[config.mk]
export PLATFORM = sky130hd
export DESIGN_NAME = aesd_ctrl
export DESIGN_NICKNAME = d
export VERILOG_FILES = /design/src/rtl/aesd_pkg.sv /design/src/rtl/aesd_ctrl.sv
export SDC_FILE = /design/constraint.sdc
export NUM_CORES = 1
export LEC_CHECK = 0
export CELL_PAD_IN_SITES_DETAIL_PLACEMENT = 0
export CELL_PAD_IN_SITES_GLOBAL_PLACEMENT = 2
export CORE_MARGIN = 5
export CORE_UTILIZATION = 35
export DETAILED_ROUTE_END_ITERATION = 8
export DONT_BUFFER_PORTS = 1
export GPL_TIMING_DRIVEN = 0
export PLACE_DENSITY_LB_ADDON = 0.15
export SLEW_MARGIN = 20
export SYNTH_ARGS = -nofsm -noshare
export SYNTH_HDL_FRONTEND = slang
export SYNTH_SLANG_ARGS = --single-unit
[constraint.sdc]
create_clock -name clk -period 3.92 [get_ports clk]
set_clock_uncertainty 0.05 [all_clocks]
set_input_delay 0.392 -clock clk [delete_from_list [all_inputs] [get_ports clk]]
set_output_delay 0.392 -clock clk [all_outputs]
set_load 0.02 [all_outputs]
[src/rtl/aesd_pkg.sv]
package aesd_pkg;

  // geometry of the sensor array
  localparam int SensorSize = 128;
  localparam int CoordW     = $clog2(SensorSize);
  localparam int MapCells   = SensorSize * SensorSize;
  localparam int IdxW       = $clog2(MapCells);
  localparam int CntW       = IdxW + 1;
  localparam logic [IdxW-1:0]   MapMax    = IdxW'(MapCells - 1);
  localparam logic [CoordW-1:0] CoordMax  = CoordW'(SensorSize - 1);

  // data widths
  localparam int PixW   = 8;
  localparam int StampW = 32;
  localparam int LevelW = 7;
  localparam int CfgW   = 32;
  localparam int CfgIdxW = 2;

  localparam logic [StampW-1:0] WrapStep      = 32'h0000_4000;
  localparam logic [StampW-1:0] DecayReset    = 32'd10000;
  localparam logic [LevelW-1:0] LevelReset    = 7'd127;

  // address word bit positions
  localparam int AddrWrapBit  = 31;
  localparam int AddrResetBit = 30;

  // configuration register indexes
  localparam logic [CfgIdxW-1:0] CFG_DECAY_INTERVAL = 2'd0;
  localparam logic [CfgIdxW-1:0] CFG_RESPONSE_LEVEL = 2'd1;

  typedef enum logic [1:0] {
    OP_EVENT = 2'd0,
    OP_SWEEP = 2'd1,
    OP_READ  = 2'd2,
    OP_CLEAR = 2'd3
  } op_t;

  typedef enum logic [1:0] {
    KIND_EVENT = 2'd0,
    KIND_CTRL  = 2'd1,
    KIND_READ  = 2'd2,
    KIND_DONE  = 2'd3
  } kind_t;

  typedef struct packed {
    op_t               op;
    logic [31:0]       address_word;
    logic [31:0]       time_word;
    logic [CoordW-1:0] read_col;
    logic [CoordW-1:0] read_row;
  } in_req_t;

  typedef struct packed {
    kind_t              kind;
    logic [CoordW-1:0]  event_col;
    logic [CoordW-1:0]  event_row;
    logic               on_event;
    logic signed [PixW-1:0] pixel_value;
    logic [StampW-1:0]  event_time;
  } out_rsp_t;

  typedef struct packed {
    logic [StampW-1:0] decay_interval;
    logic [LevelW-1:0] response_level;
  } cfg_t;

  // surface memory access for one cycle
  typedef struct packed {
    logic              pix_we;
    logic              stamp_we;
    logic [IdxW-1:0]   waddr;
    logic [PixW-1:0]   pix_wdata;
    logic [StampW-1:0] stamp_wdata;
    logic              re;
    logic [IdxW-1:0]   raddr;
  } mem_req_t;

  typedef struct packed {
    logic [PixW-1:0]   pix;
    logic [StampW-1:0] stamp;
  } mem_rsp_t;

endpackage

[src/rtl/aesd_ctrl.sv]
module aesd_ctrl (
  input  logic               clk,
  input  logic               rst_n,
  input  aesd_pkg::cfg_t     cfg,
  input  logic               in_valid,
  output logic               in_ready,
  input  aesd_pkg::in_req_t  in_data,
  output logic               res_valid,
  output aesd_pkg::out_rsp_t res_data,
  input  logic               res_take,
  output aesd_pkg::mem_req_t mem_req,
  input  aesd_pkg::mem_rsp_t mem_rsp
);
  import aesd_pkg::*;

  typedef enum logic [2:0] {
    S_INIT,
    S_IDLE,
    S_READ,
    S_SWEEP,
    S_CLEAR
  } state_t;

  state_t            state_r;
  logic [CntW-1:0]   cnt_r;
  logic [StampW-1:0] wrap_offset_r;
  logic [StampW-1:0] last_on_time_r;
  logic [StampW-1:0] limit_r;
  logic              pend_r;
  logic [IdxW-1:0]   pend_idx_r;
  logic [CoordW-1:0] rd_col_r;
  logic [CoordW-1:0] rd_row_r;
  logic              res_valid_r;
  out_rsp_t          res_r;

  logic              in_fire;
  logic [CoordW-1:0] ev_col;
  logic [CoordW-1:0] ev_row;
  logic              ev_on;
  logic [StampW-1:0] ev_stamp;
  logic              ev_dead;
  logic              ev_store;
  logic [IdxW-1:0]   ev_idx;
  logic [PixW-1:0]   ev_pix;
  logic [PixW-1:0]   level_ext;
  out_rsp_t          ev_rsp;
  out_rsp_t          done_rsp;
  logic              res_set;

  assign in_ready  = (state_r == S_IDLE) && !res_valid_r;
  assign in_fire   = in_valid && in_ready;
  assign res_valid = res_valid_r;
  assign res_data  = res_r;

  // event decode: row is flipped, index is row-major
  assign ev_col    = in_data.address_word[14:8];
  assign ev_row    = CoordMax - in_data.address_word[7:1];
  assign ev_on     = in_data.address_word[0];
  assign ev_stamp  = in_data.time_word + wrap_offset_r;
  assign ev_dead   = (ev_col == CoordMax) && (ev_row == '0);
  assign ev_store  = !in_data.address_word[AddrWrapBit] &&
                     !in_data.address_word[AddrResetBit] && !ev_dead;
  assign ev_idx    = {ev_row, ev_col};
  assign level_ext = {1'b0, cfg.response_level};
  assign ev_pix    = ev_on ? level_ext : (~level_ext + PixW'(1));

  // result words for event records and finished sweeps or clears
  always_comb begin
    ev_rsp        = '0;
    ev_rsp.kind   = KIND_CTRL;
    done_rsp      = '0;
    done_rsp.kind = KIND_DONE;
    if (!in_data.address_word[AddrWrapBit] && !in_data.address_word[AddrResetBit]) begin
      ev_rsp.kind        = ev_dead ? KIND_CTRL : KIND_EVENT;
      ev_rsp.event_col   = ev_col;
      ev_rsp.event_row   = ev_row;
      ev_rsp.on_event    = ev_on;
      ev_rsp.pixel_value = ev_dead ? '0 : ev_pix;
      ev_rsp.event_time  = ev_stamp;
    end
  end

  // a request finishes and loads the result register
  assign res_set = (in_fire && in_data.op == OP_EVENT) || (state_r == S_READ) ||
                   (state_r == S_SWEEP && cnt_r[IdxW]) ||
                   (state_r == S_CLEAR && cnt_r[IdxW-1:0] == MapMax);

  // memory port steering
  always_comb begin
    mem_req = '0;
    case (state_r)
      S_INIT: begin
        mem_req.pix_we   = 1'b1;
        mem_req.stamp_we = 1'b1;
        mem_req.waddr    = cnt_r[IdxW-1:0];
      end
      S_IDLE: begin
        if (in_fire && in_data.op == OP_EVENT && ev_store) begin
          mem_req.pix_we      = 1'b1;
          mem_req.stamp_we    = ev_on;
          mem_req.waddr       = ev_idx;
          mem_req.pix_wdata   = ev_pix;
          mem_req.stamp_wdata = ev_stamp;
        end else if (in_fire && in_data.op == OP_READ) begin
          mem_req.re    = 1'b1;
          mem_req.raddr = {in_data.read_row, in_data.read_col};
        end
      end
      S_SWEEP: begin
        // read cell n while deciding on cell n-1
        mem_req.re     = !cnt_r[IdxW];
        mem_req.raddr  = cnt_r[IdxW-1:0];
        mem_req.pix_we = pend_r && (mem_rsp.stamp < limit_r);
        mem_req.waddr  = pend_idx_r;
      end
      S_CLEAR: begin
        mem_req.pix_we = 1'b1;
        mem_req.waddr  = cnt_r[IdxW-1:0];
      end
      default: begin
        mem_req = '0;
      end
    endcase
  end

  // sequencer and result register
  always_ff @(posedge clk) begin
    if (!rst_n) begin
      state_r        <= S_INIT;
      cnt_r          <= '0;
      wrap_offset_r  <= '0;
      last_on_time_r <= '0;
      pend_r         <= 1'b0;
      res_valid_r    <= 1'b0;
    end else begin
      if (res_set) begin
        res_valid_r <= 1'b1;
      end else if (res_take) begin
        res_valid_r <= 1'b0;
      end
      case (state_r)
        S_INIT: begin
          if (cnt_r[IdxW-1:0] == MapMax) begin
            cnt_r   <= '0;
            state_r <= S_IDLE;
          end else begin
            cnt_r <= cnt_r + CntW'(1);
          end
        end
        S_IDLE: begin
          if (in_fire) begin
            case (in_data.op)
              OP_EVENT: begin
                res_r <= ev_rsp;
                if (in_data.address_word[AddrWrapBit]) begin
                  wrap_offset_r <= wrap_offset_r + WrapStep;
                end else if (in_data.address_word[AddrResetBit]) begin
                  wrap_offset_r <= '0;
                end
                if (ev_store && ev_on) begin
                  last_on_time_r <= ev_stamp;
                end
              end
              OP_SWEEP: begin
                cnt_r   <= '0;
                limit_r <= last_on_time_r - cfg.decay_interval;
                if (last_on_time_r < cfg.decay_interval) begin
                  state_r <= S_CLEAR;
                end else begin
                  state_r <= S_SWEEP;
                end
              end
              OP_READ: begin
                rd_col_r <= in_data.read_col;
                rd_row_r <= in_data.read_row;
                state_r  <= S_READ;
              end
              OP_CLEAR: begin
                cnt_r   <= '0;
                state_r <= S_CLEAR;
              end
              default: begin
                state_r <= S_IDLE;
              end
            endcase
          end
        end
        S_READ: begin
          res_r.kind        <= KIND_READ;
          res_r.event_col   <= rd_col_r;
          res_r.event_row   <= rd_row_r;
          res_r.on_event    <= 1'b0;
          res_r.pixel_value <= mem_rsp.pix;
          res_r.event_time  <= mem_rsp.stamp;
          state_r           <= S_IDLE;
        end
        S_SWEEP: begin
          pend_r     <= !cnt_r[IdxW];
          pend_idx_r <= cnt_r[IdxW-1:0];
          if (cnt_r[IdxW]) begin
            cnt_r   <= '0;
            res_r   <= done_rsp;
            state_r <= S_IDLE;
          end else begin
            cnt_r <= cnt_r + CntW'(1);
          end
        end
        S_CLEAR: begin
          if (cnt_r[IdxW-1:0] == MapMax) begin
            cnt_r   <= '0;
            res_r   <= done_rsp;
            state_r <= S_IDLE;
          end else begin
            cnt_r <= cnt_r + CntW'(1);
          end
        end
        default: begin
          state_r <= S_IDLE;
        end
      endcase
    end
  end

  // sweep never reads and writes the same cell in one cycle
  a_no_rw_collide: assert property (@(posedge clk) disable iff (!rst_n)
    (mem_req.pix_we && mem_req.re) |-> (mem_req.waddr != mem_req.raddr))
    else $error("surface read and write hit the same cell");

  // a read finishes only into an empty result register
  a_read_slot_free: assert property (@(posedge clk) disable iff (!rst_n)
    (state_r == S_READ) |-> !res_valid_r)
    else $error("read result would overwrite a pending result");

  // an event record always yields a result on the next cycle
  a_event_result: assert property (@(posedge clk) disable iff (!rst_n)
    (in_fire && in_data.op == OP_EVENT) |=> res_valid_r)
    else $error("event request gave no result");

  // the last sweep compare is still pending when the read side runs out
  a_sweep_tail: assert property (@(posedge clk) disable iff (!rst_n)
    (state_r == S_SWEEP && cnt_r[IdxW]) |-> pend_r)
    else $error("sweep lost its final cell");

endmodule

; ---- After elaboration in Yosys (flattened, before gate mapping)
; Index checks and enable logic that the tools add are counted.
[op_classes]
add_sub_neg = 6
n_bitwise = 1
mux = 32
eq_ne = 16
magnitude_cmp = 2
n_reduce_logical = 37
[op_table]
columns = op, n
row1 = 57-bit 2-to-1 mux, 4
row2 = 57-bit one-hot mux with 4 select lines, 1
row3 = 56-bit 2-to-1 mux, 2
row4 = 15-bit 2-to-1 mux, 6
row5 = 32-bit < comparator, 2
row6 = 32-bit 2-to-1 mux, 2
row7 = 15-bit one-hot mux with 3 select lines, 1
row8 = 14-bit one-hot mux with 3 select lines, 1
row9 = 40-bit 2-to-1 mux, 1
row10 = "32-bit by 15-bit adder with 32-bit output, second input constant", 1
row11 = 32-bit adder, 1
row12 = 32-bit subtractor, 1
row13 = 15-bit one-hot mux with 2 select lines, 1
row14 = 4-bit AND reduction, 5
row15 = 3-bit one-hot mux with 3 select lines, 2
row16 = 8-bit 2-to-1 mux, 2
row17 = "15-bit by 1-bit adder with 15-bit output, second input constant", 1
row18 = "14-bit equality test, second input constant", 1
row19 = 1-bit logical AND, 12
row20 = 3-bit 2-to-1 mux, 4
row21 = "8-bit by 1-bit adder with 8-bit output, second input constant", 1
row22 = 7-bit inverter with 8-bit output, 1
row23 = "7-bit equality test, second input constant", 1
row24 = 7-bit zero test, 1
row25 = other kinds (23), 39
[totals]
output_inout_bits = 130
register_bits = 201
in_bits = 163

; ---- Depth between registers and ports, before layout
; Gate-level depths: netlist of run 1.
[logic_depth]
depth_word = 8
mapped_depth = 10

; ---- Least setup slack after synthesis of run 1
; No wires, ideal clock.
[synth_path]
kind = reg-to-reg
start = register state_r[1]
end = register limit_r[0] (enable)
t_required_ps = 3406
slack_ps = 60
setup_time_ps = 464
path_stages_with_launch = 6
period_less_slack_ps = 3860
arrival_time_ps = 3346
cell_sequence = dfxtp_1 -> or3b_1 -> buf_2 -> nor2_1 -> nand2_1 -> nor3_1
[synth_between]
elab_chain_len = 4
[synth_lines]
columns = item, line_no
row1 = start: declaration, aesd_ctrl.sv:24  ; state_t state_r;
row2 = start signal: assignment, aesd_ctrl.sv:129  ; state_r <= S_INIT;
row3 = start signal: assignment, aesd_ctrl.sv:145  ; state_r <= S_IDLE;
row4 = start signal: assignment, aesd_ctrl.sv:168  ; state_r <= S_CLEAR;
row5 = 3-bit by 1-bit equality test with 1-bit output *, "aesd_ctrl.sv:50, aesd_ctrl.sv:141"
row6 = 1-bit logical AND, aesd_ctrl.sv:50  ; assign in_ready = (state_r == S_IDLE) && !res_valid_r;
row7 = 1-bit logical AND, aesd_ctrl.sv:51  ; assign in_fire = in_valid && in_ready;
row8 = 4-bit AND reduction (no source line) *, n/a
row9 = end signal: assignment, aesd_ctrl.sv:166  ; limit_r <= last_on_time_r - cfg.decay_interval;
row10 = end: declaration, aesd_ctrl.sv:28  ; logic [StampW-1:0] limit_r;
; Every way passes the cells marked *; elsewhere a longest branch is shown, timed or not.
; A chain may end at the register's enable or synchronous reset.

==> impl_metrics.tcl, run 1 <==
set metrics [dict create \
    outcome "finished clean" \
    syn_area_per_cell_um2 9.47 \
    fin_crit_ns 3.68 \
    clock_path_buffers 2 \
    start_util_pct 35.4 \
    synth.distinct_cells 68 \
    worstPathRequired_ns 3.48 \
    dr_total_vias 9018 \
    yosysMostFrequentCell "nand2_1" \
    syn_inst 1181 \
    synth_edf_count 117 \
    power_mw 4.18 \
    clockRootBuffer "clkbuf_16" \
    async_flop_share_pct 0 \
    core_area_mm2 0.0316 \
    antenna_found_initial 0 \
    setup-violations-final 0 \
    grt_max_degree 34 \
    synth_top_family_by_area "compound AO/OA/AOI/OAI gates" \
    synthFlopType "edfxtp_1" \
    synth_fa_ha_area_share_pct 9.58 \
    crit_arrival_ns 3.24 \
    synth-compound-area-share_pct 20.5 \
    p_leak_nw 5.00 \
    port_buffers 0 \
    totalWireLength_mm 39.4 \
    gp_congestion 0.818 \
    ir_worst_vdd_mv 0.277 \
    grt_pass1_wl_mm 58.0 \
    synth_xor_area_share_pct 5.32 \
    cts_tree "done" \
    worst_setup_path_end_kind "primary output" \
    hold_class "in2reg" \
    hold_slack_ns 0.0352 \
    startpoint_type "flop" \
    synth_mux_area_share_pct 0.0895 \
    die_width_um 189 \
    synth_top_area_share_pct 31.4 \
    synth_top_area_cell "edfxtp_1" \
    cts.clk_slew.worst_paths_ns 0.08 \
    grt_usage_pct 21.6 \
    drv_slew 0 \
    placed_area_mm2 0.0118 \
    cts_made_buffers 17 \
    dp_hpwl_mm 31.3 \
    viasPerCell 5.50 \
    nets 1472 \
    cts_sinks 187 \
    yosys-top-cells-area "edfxtp_1 (31%), dfxtp_1 (13%), ha_1 (9.4%)" \
    finalHoldViolations 0 \
    worst_pin_slew_ns 1.07 \
    rows 65 \
    powerDensity_mw_per_mm2 332 \
    critPathKind "reg2out" \
    cp_max_fo 10 \
    synth-simple-area-share_pct 15.5 \
    rsz0062_at_grt "no" \
    fin_tns_setup_ns 0 \
    fin_util_pct 39.9 \
    clk_latency_ns 0.45 \
    drive_gt1_share_pct 5.42 \
    first_global_vias 8986 \
    syn_to_final_growth_pct 12.5 \
    fin_crit_sh_pct 93.9 \
    netlist_area_mm2 0.0112 \
    relSlewSlack_pct 27.8 \
    htree_levels 4 \
    die_area_mm2 0.0356 \
    drc 0 \
    first_pass_iters 6 \
    synthesis.nets 1429 \
    timing.fmax_mhz 272 \
    drt_iter0_drc 550 \
    ys_ff_latch 187 \
    synthTopCellsByCount "nand2_1 (118), edfxtp_1 (117), inv_1 (93)" \
    wire_per_inst_um 24.0 \
    io_pins 293 \
    fp.dieH_um 189 \
    yosys_warnings 0 \
    design_area_mm2 0.0126 \
    gr-total-overflow 0 \
    ys_seq_area_share_pct 43.9 \
    maxCapViolCount 0 \
    ant_nets 0 \
]
[critical path, stage by stage (launching register included)]
cell and delay [ns]:
dfxtp_1 0.37, or3b_1 0.37, buf_2 0.20, nor4_4 0.43, and3_1 0.24, buf_2 0.24
nand2_1 0.17, clkbuf_2 0.31, a211oi_4 0.46
[cell families (layout without fill, tap and decap cells)]
logic type,after synthesis,after routing
buffers and inverters,146,202
multiplexers,1,1
AND/OR/NAND/NOR,357,357
XOR/XNOR,68,68
flip-flops,187,187
other,0,1
adder cells (fa/ha/maj),85,85
AO/OA/AOI/OAI,337,337
[metal layers]
metal	wire (um)	share of wire, %	up-vias	global-route usage, %
met5	0	0	-	0
met4	496	1.3	0	5.38
li1	-	-	4391	-
met3	2500	6.3	22	4.52
met1	17500	44	4328	28.3
met2	18900	48	277	36.8
[metrics by stage]
step           worst slack, ns  std cells
6_report                 0.238       1640
5_1_grt                0.00659       1639
4_1_cts                 0.0779       1639
3_5_place_dp             0.206       1589
3_3_place_gp             -1.42       1583
2_1_floorplan           0.0601       1181
[report_power, final]
group          total (mW)  internal, mW  leakage (nW)  switching (mW)
logic               0.278         0.105          3.08           0.172
clock network        1.81         0.929         0.289           0.879
registers            2.09          2.08          1.63         0.00597
[registers in the layout, summed over array words and instances (netlist names), 7 cells and up]
signal          count
res_data           57
last_on_time_r     32
limit_r            32
wrap_offset_r      18
cnt_r              15
pend_idx_r         14
rd_col_r            7
rd_row_r            7
[layout make-up]
| class | count | area [um^2] |
|---|---|---|
| fillers | 3198 | 19000 |
| multi-input cells | 848 | 5760 |
| flip-flops and latches | 187 | 4910 |
| well taps | 402 | 503 |
| clock buffers | 19 | 443 |
| inverters | 93 | 349 |
| repair buffers | 24 | 239 |
| plain buffers | 53 | 214 |
| clock inverters | 13 | 153 |
| diodes | 1 | 2.50 |
[cells in the final DEF (no fill, tap or decap), types with 8 or more instances in the layout]
| cell | count |
|---|---|
| a211oi_1 | 9 |
| a22o_1 | 47 |
| nand4_1 | 21 |
| dlygate4sd3_1 | 18 |
| o21ai_1 | 10 |
| nor2_1 | 88 |
| inv_1 | 93 |
| edfxtp_1 | 117 |
| and2_1 | 28 |
| xor2_1 | 31 |
| clkbuf_1 | 44 |
| or3_1 | 8 |
| o21ai_0 | 59 |
| clkbuf_16 | 17 |
| nor4_1 | 8 |
| a22oi_1 | 8 |
| a21oi_1 | 84 |
| ha_1 | 84 |
| o21a_1 | 9 |
| nand3_1 | 18 |
| o211ai_1 | 8 |
| a21o_1 | 37 |
| nor3_1 | 18 |
| nand2b_1 | 14 |
| xnor2_1 | 37 |
| nand2_1 | 118 |
| dfxtp_1 | 70 |
| buf_2 | 8 |
[worst paths after layout]
check	from	to	slack [ns]	cells after the start
max reg2reg	last_on_time_r[0]	limit_r[30]	0.55	10
max	state_r[1]	mem_req[69]	0.24	8
min reg2reg	last_on_time_r[14]	last_on_time_r[14]	0.41	2
min	in_data[19]	last_on_time_r[5]	0.04	2
[what timing repair did]
action                                  4_1_cts  5_1_grt
resized for setup                             3        6
pin swaps                                     0        1
hold buffers                                 18        0
buffers inserted                              0        0
endpoints found under the setup margin        2        6
hold endpoints to repair                     18        0
No activity file was read; power rests on OpenSTA's default activity.
==> run 2, diff against run 1 <==
CTS_BUF_LIST = sky130_fd_sc_hd__clkbuf_16   (was not set)
==> impl_metrics.tcl, run 2 (same netlist as run 1, synthesis figures left out) <==
set metrics [dict create \
    p_comb_share_pct 6.7 \
    fin_tns_setup_ns 0 \
    worst-path-buf-inv 0 \
    powerDensity_mw_per_mm2 330 \
    cts_sinks 187 \
    gp_congestion 0.818 \
    die_area_mm2 0.0356 \
    outcome "finished clean" \
    internal_power_mw 3.10 \
    fp.dieH_um 189 \
    cts_made_buffers 17 \
    dr_total_vias 9011 \
    drive_gt1_share_pct 5.42 \
    largest_register_ffs 57 \
    viasPerCell 5.50 \
    dp_hpwl_mm 31.3 \
    io_pins 293 \
    rows 65 \
    clk_latency_ns 0.45 \
    fin_crit_ns 3.66 \
    cts.clk_slew.worst_paths_ns 0.08 \
    crit_arrival_ns 3.22 \
    clock_path_buffers 2 \
    start_util_pct 35.4 \
    drv_slew 0 \
    grt_pass1_wl_mm 58.0 \
    multi_input_area_mm2 0.00576 \
    totalWireLength_mm 39.3 \
    layout_common_cells "nand2_1 (118), edfxtp_1 (117), inv_1 (94)" \
    hold_class "in2reg" \
    p_sw_mw 1.05 \
    ant_nets 0 \
    core_area_mm2 0.0316 \
    crit_chain "ha_1, a211oi_1, o21a_1, o21ai_1, o31ai_2, nor3_1, a311oi_2, nor2_1" \
    slowest_delay_ns 0.47 \
    startpoint_type "flop" \
    first_global_vias 8987 \
    drt_iter0_drc 559 \
    cts_tree "done" \
    p_sw_share_pct 25.4 \
    nets 1472 \
    cp_max_fo 5 \
    port_buffers 0 \
    clock_power_share_pct 42.9 \
    htree_levels 4 \
    relSlewSlack_pct 31.0 \
    seq_power_share_pct 50.4 \
    worstPathRequired_ns 3.48 \
    clockRootBuffer "clkbuf_16" \
    wire_per_inst_um 24.0 \
    fill_cells 3200 \
    setup-violations-final 0 \
    grt_max_degree 34 \
    worst_pin_slew_ns 1.03 \
    timing.fmax_mhz 273 \
    p_leak_nw 5.00 \
    ir_worst_vdd_mv 0.277 \
    die_width_um 189 \
    worst_setup_path_end_kind "primary output" \
    critical_path.top_delay_family "compound AO/OA/AOI/OAI gates" \
    rsz0062_at_grt "no" \
    first_pass_iters 5 \
    regArea_mm2 0.00491 \
    fin_crit_sh_pct 93.3 \
    finalHoldViolations 0 \
    hold_slack_ns 0.0347 \
    antenna_found_initial 0 \
    maxCapViolCount 0 \
    gr-total-overflow 0 \
    final_common_cell "nand2_1" \
    drc 0 \
    grt_usage_pct 21.6 \
    diodes 0 \
    critPathKind "reg2out" \
    syn_to_final_growth_pct 12.4 \
    slowest_stage "a211oi_1" \
]
## run 2: final cells by class
type                            instances  share of cell area (%)
Multi-Input combinational cell        848                    45.8
Sequential cell                       187                    39.1
Tap cell                              402                    4.00
Clock buffer                           17                    3.39
Inverter                               93                    2.78
Timing Repair Buffer                   24                    1.90
Buffer                                 53                    1.70
Clock inverter                         15                    1.27
## run 2: final timing paths
kind / start / to / slack, ns / cells after the start
worst max-delay path: wrap_offset_r[15] / mem_req[44] / 0.26 / 8
worst min-delay path: in_data[19] / last_on_time_r[5] / 0.03 / 2
worst max register to register: last_on_time_r[0] / limit_r[30] / 0.55 / 10
worst min register to register: last_on_time_r[14] / last_on_time_r[14] / 0.41 / 2
## run 2: repair_timing
item                       CTS  global route
hold buffers                18             0
buffers inserted             0             0
pin swaps                    0             1
hold endpoints to repair    18             0
resized for setup            3             6
setup endpoints to repair    2             6
## run 2: layer usage
| layer | wire [um] | global-route usage, % | part of all wire (%) |
|---|---|---|---|
| met4 | 543 | 5.38 | 1.4 |
| met1 | 17500 | 28.3 | 45 |
| met5 | 0 | 0 | 0 |
| met3 | 2420 | 4.52 | 6.1 |
| met2 | 18900 | 36.8 | 48 |
## run 2: worst register-to-register path, delay by kind of cell, from the launching register on
family	cells	cell delay (ns)
compound gates	5	1.70
xor+xnor	1	0.18
fa+ha+maj	2	0.63
buf+inv	1	0.05
flops	1	0.33
simple gates	1	0.18
## run 2: through the flow
stage	util (%)	instance area [um^2]	instances	power, mW	setup WS, ns
final	39.8	12600	1639	4.15	0.262
after CTS	39.8	12600	1639	4.20	0.0779
after global placement	37.0	11700	1583	2.40	-1.42
after floorplan	-	11200	1181	2.32	0.0601
after detailed placement	37.3	11800	1589	2.40	0.206
after global routing	39.8	12600	1639	4.31	0.00659
## run 2: power groups by stage
stage               Combinational (mW)  Clock, mW  Sequential (mW)
floorplan                        0.187          0             2.13
CTS                              0.279       1.83             2.09
global placement                 0.262          0             2.14
finish                           0.278       1.78             2.09
global route                     0.310       1.91             2.09
detailed placement               0.262          0             2.14
==> run 3, diff against run 2 <==
CELL_PAD_IN_SITES_DETAIL_PLACEMENT = not set   (was 0)
CELL_PAD_IN_SITES_GLOBAL_PLACEMENT = not set   (was 2)
CORE_UTILIZATION = 55   (was 35)
==> impl_metrics.tcl, run 3 (same netlist as run 1, synthesis figures left out) <==
set metrics [dict create \
    io_pins 293 \
    grt_max_degree 31 \
    relSlewSlack_pct 20.8 \
    dp_hpwl_mm 27.1 \
    cts_sinks 187 \
    clock_power_share_pct 43.0 \
    grt_usage_pct 28.4 \
    timing.fmax_mhz 269 \
    p_sw_share_pct 24.9 \
    fp.dieH_um 153 \
    seq_power_share_pct 50.5 \
    final_common_cell "nand2_1" \
    powerDensity_mw_per_mm2 334 \
    critPathLaunch "state_r[1]" \
    p_comb_share_pct 6.5 \
    p_leak_nw 4.99 \
    fin_crit_ns 3.72 \
    drt_iter0_drc 746 \
    endpoint "mem_req[70]" \
    fin_tns_setup_ns 0 \
    rrSetupSlack_ns 0.42 \
    power_mw 4.14 \
    cts_made_buffers 17 \
    antenna_found_initial 1 \
    first_pass_iters 6 \
    worst_setup_path_end_kind "primary output" \
    setup-violations-final 0 \
    hold_class "in2reg" \
    post-place-cells 1457 \
    nets 1468 \
    rsz0062_at_grt "no" \
    totalWireLength_mm 34.4 \
    ant_nets 0 \
    maxCapViolCount 0 \
    rows 52 \
    drc 0 \
    worst_pin_slew_ns 1.17 \
    worst_slack_ns 0.196 \
    placed_area_mm2 0.0116 \
    clk_latency_ns 0.43 \
    internal_power_mw 3.11 \
    first_global_vias 8845 \
    die_width_um 153 \
    diodes 0 \
    worstPathRequired_ns 3.48 \
    wire_per_inst_um 22.9 \
    p_sw_mw 1.03 \
    cts.clk_slew.worst_paths_ns 0.08 \
    die_area_mm2 0.0233 \
    place_ws_ns 0.404 \
    fin_crit_sh_pct 95.0 \
    cp_max_fo 10 \
    startpoint_type "flop" \
    htree_levels 4 \
    drive_gt1_share_pct 5.27 \
    critPathKind "reg2out" \
    finalHoldViolations 0 \
    r2r_cells 10 \
    drv_slew 0 \
    layout_common_cells "nand2_1 (118), edfxtp_1 (117), inv_1 (93)" \
    clockRootBuffer "clkbuf_16" \
    viasPerCell 6.21 \
    crit_arrival_ns 3.28 \
    fin_cells 1503 \
    design_area_mm2 0.0124 \
    gr-total-overflow 0 \
    fill_cells 1685 \
    gp_congestion 0.929 \
    reg2reg_to "limit_r[30]" \
    grt_pass1_wl_mm 51.9 \
    dr_total_vias 9330 \
    syn_to_final_growth_pct 10.7 \
    cts_tree "done" \
    port_buffers 0 \
    largest_register_ffs 57 \
    start_util_pct 55.6 \
    outcome "finished clean" \
    timing.rr.start "last_on_time_r[0]" \
    clock_path_buffers 2 \
    ir_worst_vdd_mv 0.289 \
    cts_setup_buffers 0 \
    core_area_mm2 0.0201 \
]
## run 3: worst max-delay path, cell delays in order, from the launching register on
cell and delay, ns:
dfxtp_1 0.35, or3b_1 0.37, buf_2 0.19, nor4_4 0.41
and3_1 0.22, buf_2 0.23, clkbuf_1 0.49, nor3_1 0.12
a21oi_1 0.46
## run 3: how the worst min path moves through the flow
stage | from | to | slack (ns) | cells past startpoint
after global routing | in_data[15] | last_on_time_r[1] | 0.03 | 2
after CTS | in_data[14] | last_on_time_r[0] | 0.03 | 2
after floorplan | last_on_time_r[0] | last_on_time_r[0] | 0.39 | 2
final | in_data[20] | last_on_time_r[6] | 0.04 | 2
after global placement | last_on_time_r[0] | last_on_time_r[0] | 0.39 | 2
after detailed placement | last_on_time_r[5] | last_on_time_r[5] | 0.40 | 2
## run 3: metal layers
layer	GRT usage [%]	vias to the layer above	routed length, um
met2	46.5	470	16400
met4	8.78	2	813
li1	-	4382	-
met5	0	-	7
met1	37.1	4425	14100
met3	7.36	51	3100
## run 3: per-stage QoR
| stage | hold WS (ns) | util [%] |
|---|---|---|
| 6_report | 0.0369 | 61.6 |
| 5_1_grt | 0.0270 | 61.6 |
| 4_1_cts | 0.0252 | 61.5 |
| 3_5_place_dp | 0.404 | 57.7 |
| 3_3_place_gp | 0.394 | 57.3 |
| 2_1_floorplan | 0.386 | - |
## run 3: layout make-up
class / count / area [um^2] / area share (%)
Sequential cell: 187 / 4910 / 39.7
Buffer: 53 / 211 / 1.71
Inverter: 93 / 349 / 2.82
Clock inverter: 15 / 191 / 1.55
Timing Repair Buffer: 20 / 195 / 1.58
Clock buffer: 17 / 425 / 3.44
Multi-Input combinational cell: 848 / 5760 / 46.5
Tap cell: 270 / 338 / 2.73
## run 3: power groups by stage
stage / combinational (mW) / clock (mW) / sequential, mW
6_report: 0.268 / 1.78 / 2.09
5_1_grt: 0.297 / 1.88 / 2.09
4_1_cts: 0.266 / 1.79 / 2.09
3_5_place_dp: 0.251 / 0 / 2.13
3_3_place_gp: 0.247 / 0 / 2.13
2_1_floorplan: 0.187 / 0 / 2.13
## run 3: repair_timing
| action | CTS | global route |
|---|---|---|
| endpoints found under the hold margin | 14 | 0 |
| resized for setup | 1 | 3 |
| hold buffers | 14 | 0 |
| setup endpoints to repair | 1 | 2 |
| pin swaps | 0 | 0 |
